$ cat config.mk
export PLATFORM = sky130hd
export DESIGN_NAME = windowed_mismatch_cutoff_matcher
export DESIGN_NICKNAME = d
export VERILOG_FILES = /design/src/design/wmc_pkg.sv /design/src/design/wmc_tap_cell.sv /design/src/design/wmc_score_cell.sv /design/src/design/windowed_mismatch_cutoff_matcher.sv
export SDC_FILE = /design/constraint.sdc
export NUM_CORES = 2
export LEC_CHECK = 0
export BUFFER_PORTS_ARGS = -buffer_cell sky130_fd_sc_hd__buf_2
export CORE_MARGIN = 2
export CORE_UTILIZATION = 30
export DETAILED_ROUTE_END_ITERATION = 7
export PLACE_DENSITY = 0.46
export SKIP_LAST_GASP = 1
export SLEW_MARGIN = 20
export SYNTH_ARGS = -nofsm -noshare
export SYNTH_HDL_FRONTEND = slang
export SYNTH_HIERARCHICAL = 1
export SYNTH_SLANG_ARGS = --single-unit
$ cat constraint.sdc
create_clock -name clk -period 36.5 [get_ports clk]
set_input_delay 7.3 -clock clk [delete_from_list [all_inputs] [get_ports clk]]
set_output_delay 7.3 -clock clk [all_outputs]
set_load 0.005 [all_outputs]
$ cat src/design/wmc_pkg.sv
package wmc_pkg;

	localparam int CHAR_W      = 8;
	localparam int LEN_W       = 5;
	localparam int POS_W       = 32;
	localparam int CFG_W       = 64;
	localparam int REG_IDX_W   = 2;
	localparam int QUERY_CHARS = 16;
	localparam int QIDX_W      = 4;
	localparam int IN_TDATA_W  = 8;
	localparam int OUT_TDATA_W = 40;

	typedef enum logic [REG_IDX_W-1:0] {
		REG_QUERY_LOW  = 2'd0,
		REG_QUERY_HIGH = 2'd1,
		REG_QUERY_LEN  = 2'd2,
		REG_MAX_MISM   = 2'd3
	} wmc_reg_t;

	// Running state of one window as it walks down the scoring chain.
	typedef struct packed {
		logic [POS_W-1:0] pos;
		logic [LEN_W-1:0] cnt;
		logic [LEN_W-1:0] mism;
	} wmc_item_t;

	typedef struct packed {
		logic [POS_W-1:0] pos;
		logic [LEN_W-1:0] score;
	} wmc_result_t;

endpackage

$ cat src/design/wmc_tap_cell.sv
module wmc_tap_cell (
	input  logic                      clk,
	input  logic                      en,
	input  logic [wmc_pkg::CHAR_W-1:0] d,
	input  logic [wmc_pkg::CHAR_W-1:0] qchar,
	output logic [wmc_pkg::CHAR_W-1:0] q,
	output logic                      mismatch
);
	import wmc_pkg::*;

	logic [CHAR_W-1:0] char_q;

	always_ff @(posedge clk) begin
		if (en) begin
			char_q <= d;
		end
	end

	// The flag describes the window as it stands after this shift.
	assign mismatch = (d != qchar);
	assign q        = char_q;

endmodule

$ cat src/design/wmc_score_cell.sv
module wmc_score_cell #(
	parameter int MAX_QUERY = 16,
	parameter int SLOT      = 0
) (
	input  logic                      clk,
	input  logic                      arst_n,
	input  logic                      en,
	input  logic [wmc_pkg::LEN_W-1:0] qlen,
	input  logic [wmc_pkg::LEN_W-1:0] limit,
	input  logic                      in_valid,
	input  wmc_pkg::wmc_item_t        in_item,
	input  logic [MAX_QUERY-1:0]      in_flags,
	output logic                      out_valid,
	output wmc_pkg::wmc_item_t        out_item,
	output logic [MAX_QUERY-1:0]      out_flags
);
	import wmc_pkg::*;

	localparam logic [LEN_W-1:0] SLOT_L = LEN_W'(SLOT);

	logic      valid_q;
	wmc_item_t item_q;
	logic [MAX_QUERY-1:0] flags_q;
	logic      go;
	wmc_item_t item_d;

	// Slots beyond the query length pass through untouched; counting stops
	// once the mismatch count has gone past the limit.
	always_comb begin
		item_d = in_item;
		go     = (SLOT_L < qlen) && (in_item.mism <= limit);
		if (go) begin
			item_d.cnt  = LEN_W'(in_item.cnt + LEN_W'(1));
			item_d.mism = LEN_W'(in_item.mism + LEN_W'(in_flags[SLOT]));
		end
	end

	always_ff @(posedge clk or negedge arst_n) begin
		if (!arst_n) begin
			valid_q <= 1'b0;
		end else if (en) begin
			valid_q <= in_valid;
		end
	end

	always_ff @(posedge clk) begin
		if (en) begin
			item_q  <= item_d;
			flags_q <= in_flags;
		end
	end

	assign out_valid = valid_q;
	assign out_item  = item_q;
	assign out_flags = flags_q;

endmodule

$ cat src/design/windowed_mismatch_cutoff_matcher.sv
// Scores a configured query of up to MAX_QUERY characters against every window
// of a character stream.
// Input channel s_*: one character per transaction in s_tdata, with s_tuser set
// on the first character of a new region (window fill and position cleared).
// Output channel m_*: one transaction per completed window, carrying the match
// count before the mismatch cutoff and the window start position.
// Configuration: cfg_we writes cfg_wdata to register cfg_addr;
// write only while no characters are in flight.
// Throughput is one character per cycle while the skid entry is empty. The window
// is a row of shift cells and the count walks a chain of MAX_QUERY scoring cells,
// one query position per cell; the first cell loads on the accepting edge, and the
// result passes the remaining cells and the output register before m_tvalid rises.
// When m_tready is low while a result waits, the next result to leave the chain
// moves into a skid entry; s_tready then drops and the whole chain freezes until
// m_tready takes the waiting result and the skid entry moves up.
// Reset clears the fill count, position, pipeline and output valids, and loads
// the register defaults (query length 12, mismatch limit 2, query zero).
module windowed_mismatch_cutoff_matcher #(
	parameter int MAX_QUERY = 16
) (
	input  logic                             clk,
	input  logic                             arst_n,
	input  logic                             s_tvalid,
	output logic                             s_tready,
	input  logic [wmc_pkg::IN_TDATA_W-1:0]   s_tdata,  // [7:0] base_char
	input  logic [0:0]                       s_tuser,  // [0] restart
	output logic                             m_tvalid,
	input  logic                             m_tready,
	output logic [wmc_pkg::OUT_TDATA_W-1:0]  m_tdata,  // [4:0] score, [36:5] window_position
	input  logic                             cfg_we,
	input  logic [wmc_pkg::REG_IDX_W-1:0]    cfg_addr,
	input  logic [wmc_pkg::CFG_W-1:0]        cfg_wdata
);
	import wmc_pkg::*;

	localparam logic [LEN_W-1:0] MAX_LEN = LEN_W'(MAX_QUERY);

	logic [CFG_W-1:0] qlow_q;
	logic [CFG_W-1:0] qhigh_q;
	logic [LEN_W-1:0] qlen_q;
	logic [LEN_W-1:0] limit_q;
	logic [LEN_W-1:0] fill_q;
	logic [POS_W-1:0] pos_q;

	logic [LEN_W-1:0] qlen_eff;
	logic [2*CFG_W-1:0] query_all;
	logic             advance;
	logic             in_fire;
	logic             restart;
	logic [LEN_W-1:0] fill_base;
	logic [LEN_W-1:0] fill_new;
	logic             emit;
	logic [POS_W-1:0] pos_base;

	logic [CHAR_W-1:0]    win [MAX_QUERY];
	logic [CHAR_W-1:0]    qsel [MAX_QUERY];
	logic [MAX_QUERY-1:0] flags;

	logic                 cv [MAX_QUERY+1];
	wmc_item_t            ci [MAX_QUERY+1];
	logic [MAX_QUERY-1:0] cf [MAX_QUERY+1];

	logic        out_valid_q;
	wmc_result_t out_q;
	logic        skid_valid_q;
	wmc_result_t skid_q;
	logic        leave_v;
	wmc_result_t leave_data;

	// Configuration registers.
	always_ff @(posedge clk or negedge arst_n) begin
		if (!arst_n) begin
			qlow_q  <= '0;
			qhigh_q <= '0;
			qlen_q  <= LEN_W'(12);
			limit_q <= LEN_W'(2);
		end else if (cfg_we) begin
			case (cfg_addr)
				REG_QUERY_LOW:  qlow_q  <= cfg_wdata;
				REG_QUERY_HIGH: qhigh_q <= cfg_wdata;
				REG_QUERY_LEN:  qlen_q  <= cfg_wdata[LEN_W-1:0];
				REG_MAX_MISM:   limit_q <= cfg_wdata[LEN_W-1:0];
				default: ;
			endcase
		end
	end

	always_comb begin
		qlen_eff = qlen_q;
		if (qlen_q == '0) begin
			qlen_eff = LEN_W'(1);
		end else if (qlen_q > MAX_LEN) begin
			qlen_eff = MAX_LEN;
		end
	end

	assign query_all = {qhigh_q, qlow_q};

	// Front end: fill count, position and the start of a new item.
	assign advance   = !skid_valid_q;
	assign s_tready  = advance;
	assign in_fire   = s_tvalid && s_tready;
	assign restart   = s_tuser[0];
	assign fill_base = restart ? '0 : fill_q;
	assign fill_new  = (fill_base < MAX_LEN) ? LEN_W'(fill_base + LEN_W'(1)) : fill_base;
	assign emit      = (fill_new >= qlen_eff);
	assign pos_base  = restart ? '0 : pos_q;

	always_ff @(posedge clk or negedge arst_n) begin
		if (!arst_n) begin
			fill_q <= '0;
			pos_q  <= '0;
		end else if (in_fire) begin
			fill_q <= fill_new;
			pos_q  <= emit ? POS_W'(pos_base + POS_W'(1)) : pos_base;
		end
	end

	// Window slot s holds the character s places behind the newest one and
	// lines up with query character qlen - 1 - s.
	for (genvar s = 0; s < MAX_QUERY; s++) begin : g_tap
		logic [QIDX_W-1:0] qidx;
		assign qidx    = QIDX_W'(qlen_eff - LEN_W'(1) - LEN_W'(s));
		assign qsel[s] = query_all[qidx*CHAR_W +: CHAR_W];
		if (s == 0) begin : g_head
			wmc_tap_cell u_tap (
				.clk      (clk),
				.en       (in_fire),
				.d        (s_tdata[CHAR_W-1:0]),
				.qchar    (qsel[s]),
				.q        (win[s]),
				.mismatch (flags[s])
			);
		end else begin : g_body
			wmc_tap_cell u_tap (
				.clk      (clk),
				.en       (in_fire),
				.d        (win[s-1]),
				.qchar    (qsel[s]),
				.q        (win[s]),
				.mismatch (flags[s])
			);
		end
	end

	assign cv[0]      = in_fire && emit;
	assign ci[0].pos  = pos_base;
	assign ci[0].cnt  = '0;
	assign ci[0].mism = '0;
	assign cf[0]      = flags;

	// Scoring chain: cell k takes slot MAX_QUERY - 1 - k, so the oldest
	// character of the window is compared first.
	for (genvar k = 0; k < MAX_QUERY; k++) begin : g_score
		wmc_score_cell #(
			.MAX_QUERY (MAX_QUERY),
			.SLOT      (MAX_QUERY - 1 - k)
		) u_cell (
			.clk       (clk),
			.arst_n    (arst_n),
			.en        (advance),
			.qlen      (qlen_eff),
			.limit     (limit_q),
			.in_valid  (cv[k]),
			.in_item   (ci[k]),
			.in_flags  (cf[k]),
			.out_valid (cv[k+1]),
			.out_item  (ci[k+1]),
			.out_flags (cf[k+1])
		);
	end

	assign leave_v          = cv[MAX_QUERY] && advance;
	assign leave_data.pos   = ci[MAX_QUERY].pos;
	assign leave_data.score = LEN_W'(ci[MAX_QUERY].cnt - ci[MAX_QUERY].mism);

	// Output register with one skid entry.
	always_ff @(posedge clk or negedge arst_n) begin
		if (!arst_n) begin
			out_valid_q  <= 1'b0;
			skid_valid_q <= 1'b0;
		end else if (!out_valid_q || m_tready) begin
			if (skid_valid_q) begin
				out_valid_q  <= 1'b1;
				skid_valid_q <= 1'b0;
			end else begin
				out_valid_q <= leave_v;
			end
		end else if (leave_v) begin
			skid_valid_q <= 1'b1;
		end
	end

	always_ff @(posedge clk) begin
		if (!out_valid_q || m_tready) begin
			out_q <= skid_valid_q ? skid_q : leave_data;
		end else if (leave_v) begin
			skid_q <= leave_data;
		end
	end

	assign m_tvalid = out_valid_q;
	assign m_tdata  = OUT_TDATA_W'({out_q.pos, out_q.score});

	a_skid_needs_out: assert property (@(posedge clk) disable iff (!arst_n)
		skid_valid_q |-> out_valid_q)
		else $error("skid entry held without a pending output");

	a_skid_on_stall: assert property (@(posedge clk) disable iff (!arst_n)
		$rose(skid_valid_q) |-> $past(out_valid_q && !m_tready))
		else $error("skid entry loaded while the output was free");

	a_fill_range: assert property (@(posedge clk) disable iff (!arst_n)
		fill_q <= MAX_LEN)
		else $error("fill count beyond window depth");

	a_score_range: assert property (@(posedge clk) disable iff (!arst_n)
		out_valid_q |-> (out_q.score <= MAX_LEN))
		else $error("score beyond window depth");

endmodule
==> After elaboration in Yosys (flattened, before gate mapping) <==
Cells that the tools add are included.
{ "word_totals": {"reg_bits": 1179, "in_bits": 80, "out_inout_bits": 42, "word_cells": 283} }
{ "op_classes": {"addsub": 49, "n_lt_le_gt_ge": 35, "eq_ne": 19, "n_shift": 16, "muxes": 26, "bitwise": 1, "reduce_logical": 30} }
{ "op_table": {"columns": ["op", "n"], "rows": [
  ["$shiftx 128x8->8", 16],
  ["$mux 10", 15],
  ["$ne 8x8->1", 16],
  ["$add 5x1->5 const B", 16],
  ["$add 5x1->5", 15],
  ["$le 5x5->1", 15],
  ["$mux 32", 2],
  ["$lt 4x5->1 const A", 8],
  ["$mux 37", 1],
  ["$add 32x1->32 const B", 1],
  ["$sub 4x4->4 const B", 8],
  ["$lt 3x5->1 const A", 4],
  ["$mux 5", 4],
  ["$logic_and 1x1->1", 19],
  ["$sub 4x3->4 const B", 4],
  ["$lt 1x5->1 const A", 2],
  ["$lt 2x5->1 const A", 2],
  ["$reduce_and 2->1", 5],
  ["$sub 4x1->4 const B", 2],
  ["$sub 4x2->4 const B", 2],
  ["$mux 6", 1],
  ["$ge 5x5->1", 1],
  ["$gt 5x5->1 const B", 1],
  ["$le 1x5->1 const A", 1],
  ["11 further kinds", 15]
]} }

==> Longest topological paths before layout <==
{ "depth": {"word_depth": 8, "depth_mapped": 19, "ltp_nobuf": 15} }

==> Cells and area by module <==
The synthesis kept the hierarchy.
{ "modules_own_cells": {"columns": ["mod", "instances", "cells_per_inst", "area_each_um2"], "rows": [
  ["windowed_mismatch_cutoff_matcher", 1, 1627, 16697.3],
  ["wmc_tap_cell", 16, 19, 326.6],
  ["wmc_score_cell at g_score[1].u_cell", 1, 105, 2223.4],
  ["wmc_score_cell at g_score[9].u_cell", 1, 105, 2222.1],
  ["wmc_score_cell at g_score[2].u_cell", 1, 105, 2217.1],
  ["wmc_score_cell at g_score[11].u_cell", 1, 106, 2208.4],
  ["wmc_score_cell at g_score[6].u_cell", 1, 106, 2198.4],
  ["wmc_score_cell at g_score[15].u_cell", 1, 106, 2190.9],
  ["wmc_score_cell at g_score[4].u_cell", 1, 103, 2185.8],
  ["wmc_score_cell at g_score[7].u_cell", 1, 106, 2169.6],
  ["wmc_score_cell at g_score[13].u_cell", 1, 105, 2158.3],
  ["wmc_score_cell at g_score[3].u_cell", 1, 106, 2149.6],
  ["wmc_score_cell at g_score[5].u_cell", 1, 106, 2147.1],
  ["wmc_score_cell at g_score[14].u_cell", 1, 103, 2135.8],
  ["+4 rows", null, null, null]
]} }

==> Worst setup path before layout <==
No wires, ideal clock.
{ "synth_timing": {"path_type": "flip-flop to output port", "from": "register skid_valid_q", "to": "output s_tready", "arrival_time_ns": 10.520, "required_time_ns": 29.200, "setup_slack_ns": 18.680, "path_stages_with_launch": 3, "n_path_buf": 1, "cell_sequence": "dfrtp_1 clkbuf_1 inv_2"} }
{ "synth_between": {"elab_chain_cells": 1} }
{ "synth_lines": {"columns": ["element", "line_no", "source"], "rows": [
  ["start: declaration", "windowed_mismatch_cutoff_matcher.sv:65", "logic skid_valid_q;"],
  ["start signal: assignment", "windowed_mismatch_cutoff_matcher.sv:181", "skid_valid_q <= 1'b0;"],
  ["start signal: assignment", "windowed_mismatch_cutoff_matcher.sv:185", "skid_valid_q <= 1'b0;"],
  ["start signal: assignment", "windowed_mismatch_cutoff_matcher.sv:190", "skid_valid_q <= 1'b1;"],
  ["$logic_not 1->1", "windowed_mismatch_cutoff_matcher.sv:100", "assign advance = !skid_valid_q;"],
  ["end: declaration", "windowed_mismatch_cutoff_matcher.sv:24", "output logic s_tready,"]
]} }
Every way passes these cells.

==> Worst setup path in the final report <==
{ "layout_timing": {"from": "input s_tuser", "to": "register pos_q[30]"} }
{ "layout_between": {"elab_chain_cells": 5} }
{ "layout_lines": {"columns": ["element", "line_no", "source"], "rows": [
  ["start: declaration", "windowed_mismatch_cutoff_matcher.sv:26", "input logic [0:0] s_tuser,"],
  ["$mux 5 (*)", "windowed_mismatch_cutoff_matcher.sv:104", "assign fill_base = restart ? '0 : fill_q;"],
  ["$add 5x1->5 or $lt 5x5->1 (tied branches)", "windowed_mismatch_cutoff_matcher.sv:105", "assign fill_new = (fill_base < MAX_LEN) ? LEN_W'(fill_base + LEN_W'(1)) : fill_base;"],
  ["$mux 5 (*)", "windowed_mismatch_cutoff_matcher.sv:105", null],
  ["via fill_new[1]", "windowed_mismatch_cutoff_matcher.sv:51", "logic [LEN_W-1:0] fill_new;"],
  ["$ge 5x5->1 (*)", "windowed_mismatch_cutoff_matcher.sv:106", "assign emit = (fill_new >= qlen_eff);"],
  ["$mux 32 (*)", "windowed_mismatch_cutoff_matcher.sv:115", "pos_q <= emit ? POS_W'(pos_base + POS_W'(1)) : pos_base;"],
  ["end signal: assignment", "windowed_mismatch_cutoff_matcher.sv:115", null],
  ["end: declaration", "windowed_mismatch_cutoff_matcher.sv:43", "logic [POS_W-1:0] pos_q;"]
]} }
Mark *: on every way through the listed nets, which the timed path passes. The rest lies on a longest branch.
A chain may end at the register's enable or synchronous reset.

==> impl_metrics.yaml <==
outcome:
  status: "finished, final reports clean"
critical_path:
  rrSetupSlack_ps: 30370
  path_max_fanout: 49
  critical_path_arrival_ps: 10500
  crit_type: "in2reg"
  crit_path_start_kind: "input pin"
  critPathRequiredTime_ps: 37150
  r2r-start: "qlen_q[4]"
  cp-end-kind: "flip-flop"
  startpoint: "s_tuser"
timing:
  period_minus_slack_ps: 9860
  tightest_slew_ps: 1130
  relSlewSlack_pct: 24.2
  tns_ps: 0
  setup_viol: 0
  fin_skew_ps: 25.9
  rsz0062_at_grt: "false"
  min_period_over_period_pct: 27.0
  finalMaxSlewViolations: 0
  hold_violations: 0
  fmaxAchievable_mhz: 101
global_route:
  grt_pass1_vias: 28372
  grt_max_degree: 113
  grt_pass1_wl_um: 176000
  gr-total-overflow: 0
  grtUsageTotal_pct: 12.8
  antenna_found_initial: 2
clock_network:
  cts.sinks: 1179
  cts_tree: "done"
  cts_buffer_depth: 3
  h-tree-depth: 4
  cts_inserted_buffers: 136
  cts.clk_slew.worst_paths_ps: 60
  cts_hold_buf: 0
  cts-root-buf: "clkbuf_16"
  insertion_delay_ps: 770
  post_cts_resized: 0
  cts_setup_buffers: 0
final_layout:
  postLayoutCoreUtil_pct: 34.7
  nets: 3878
  final_common_cell: "edfxtp_1"
  layout_common_cells: "986 x edfxtp_1, 353 x nand2_1, 254 x xor2_1, 208 x mux2_2, 188 x dfrtp_1"
  syn_to_final_growth_pct: 15.2
  drive_gt1_share_pct: 19.8
detailed_routing:
  drtIter0Drc: 1833
  routed_via_density: 4.65
  ant_nets: 0
  avgRoutedWirePerCell_um: 18.7
  vias: 28372
  wl_um: 114000
  firstDrtPassIters: 8
  drc_errors: 0
floorplanning:
  core_sq_um: 174000
  dieArea_sq_um: 178000
  initial_core_util_pct: 30.1
  row_count: 153
  fp.dieH_um: 422
  die_x_um: 422
  ios: 122
place:
  dp_hpwl_um: 75900
  port_buffers: 118
  gp_congestion: 0.804
logic_synthesis:
  ys_warn_count: 6
  syn_area_sq_um: 52300
  synthCells: 3459
  syn_avg_cell_area_sq_um: 15.1
pwr:
  p_leak_nw: 23.8
  power_w: 0.00489
  ir_worst_vdd_uv: 49.3
  power.density_nw_per_um2: 81.1
min_path:
  hold_path.class: "reg2reg"
  min_from: "g_score[5].u_cell/out_flags[4]"
flow_run:
  cap_violations: 0
power breakdown:
group / switching [W] / internal [W]
Sequential: 0.000185 / 0.00193
Combinational: 0.000856 / 0.000573
Clock: 0.000563 / 0.000789
through the flow:
step / std cells / instance area [sq um] / setup WS (ps) / hold slack [ps]
after floorplan: 3489 / 52400 / 20110 / 400
after global placement: 5843 / 55800 / 25790 / 401
after detailed placement: 5843 / 55800 / 25800 / 405
after CTS: 6093 / 60300 / 26670 / 389
after global routing: 6093 / 60300 / 26440 / 396
final: 6095 / 60300 / 26640 / 400
path summary, 6_finish.rpt:
| kind | cells past startpoint | endpoint |
|---|---|---|
| worst min register to register | 0 | g_score[6].u_cell/out_flags[4] |
| worst max register to register | 13 | g_score[0].u_cell/out_flags[12] |
| worst min-delay path | 0 | g_score[6].u_cell/out_flags[4] |
| worst max-delay path | 11 | pos_q[30] |
| max in group asynchronous | 2 | qlow_q[7] |
| min in group asynchronous | 1 | pos_q[23] |
routing by layer:
metal	vias to the layer above	part of all wire, %	global-route usage [%]
li1	13464	-	-
met1	14067	46	17.2
met2	606	45	19.8
met3	233	4.6	2.68
met4	2	4.7	6.27
met5	-	0.011	0
worst max-delay path, stage by stage:
cell	delay (ps)
buf_2	90
buf_4	410
nor2b_1	100
ha_1	300
mux2_2	280
ha_1	280
a21oi_1	90
o21a_1	280
nor4_1	950
nand3_1	190
xor2_1	200
area by class of cell:
type	instances	area, sq um
Timing Repair Buffer	166	963
Inverter	144	558
Multi-Input combinational cell	2029	16900
Fill cell	16700	113000
Antenna cell	2	5.00
Clock inverter	69	787
Sequential cell	1179	34400
Clock buffer	181	3710
Tap cell	2325	2910
sequential cells by signal (all words and copies together), names as in the netlist, 8 cells and up:
| register | flops |
|---|---|
| g_score.u_cell/out_valid | 16 |
| g_score.u_cell/out_item | 672 |
| pos_q | 32 |
| skid_q | 37 |
| g_tap.g_head.u_tap/q | 8 |
| g_tap.g_body.u_tap/q | 112 |
| qhigh_q | 64 |
| qlow_q | 64 |
| m_tdata | 37 |
| g_score.u_cell/out_flags | 120 |
(Power assumes the default switching activity.)
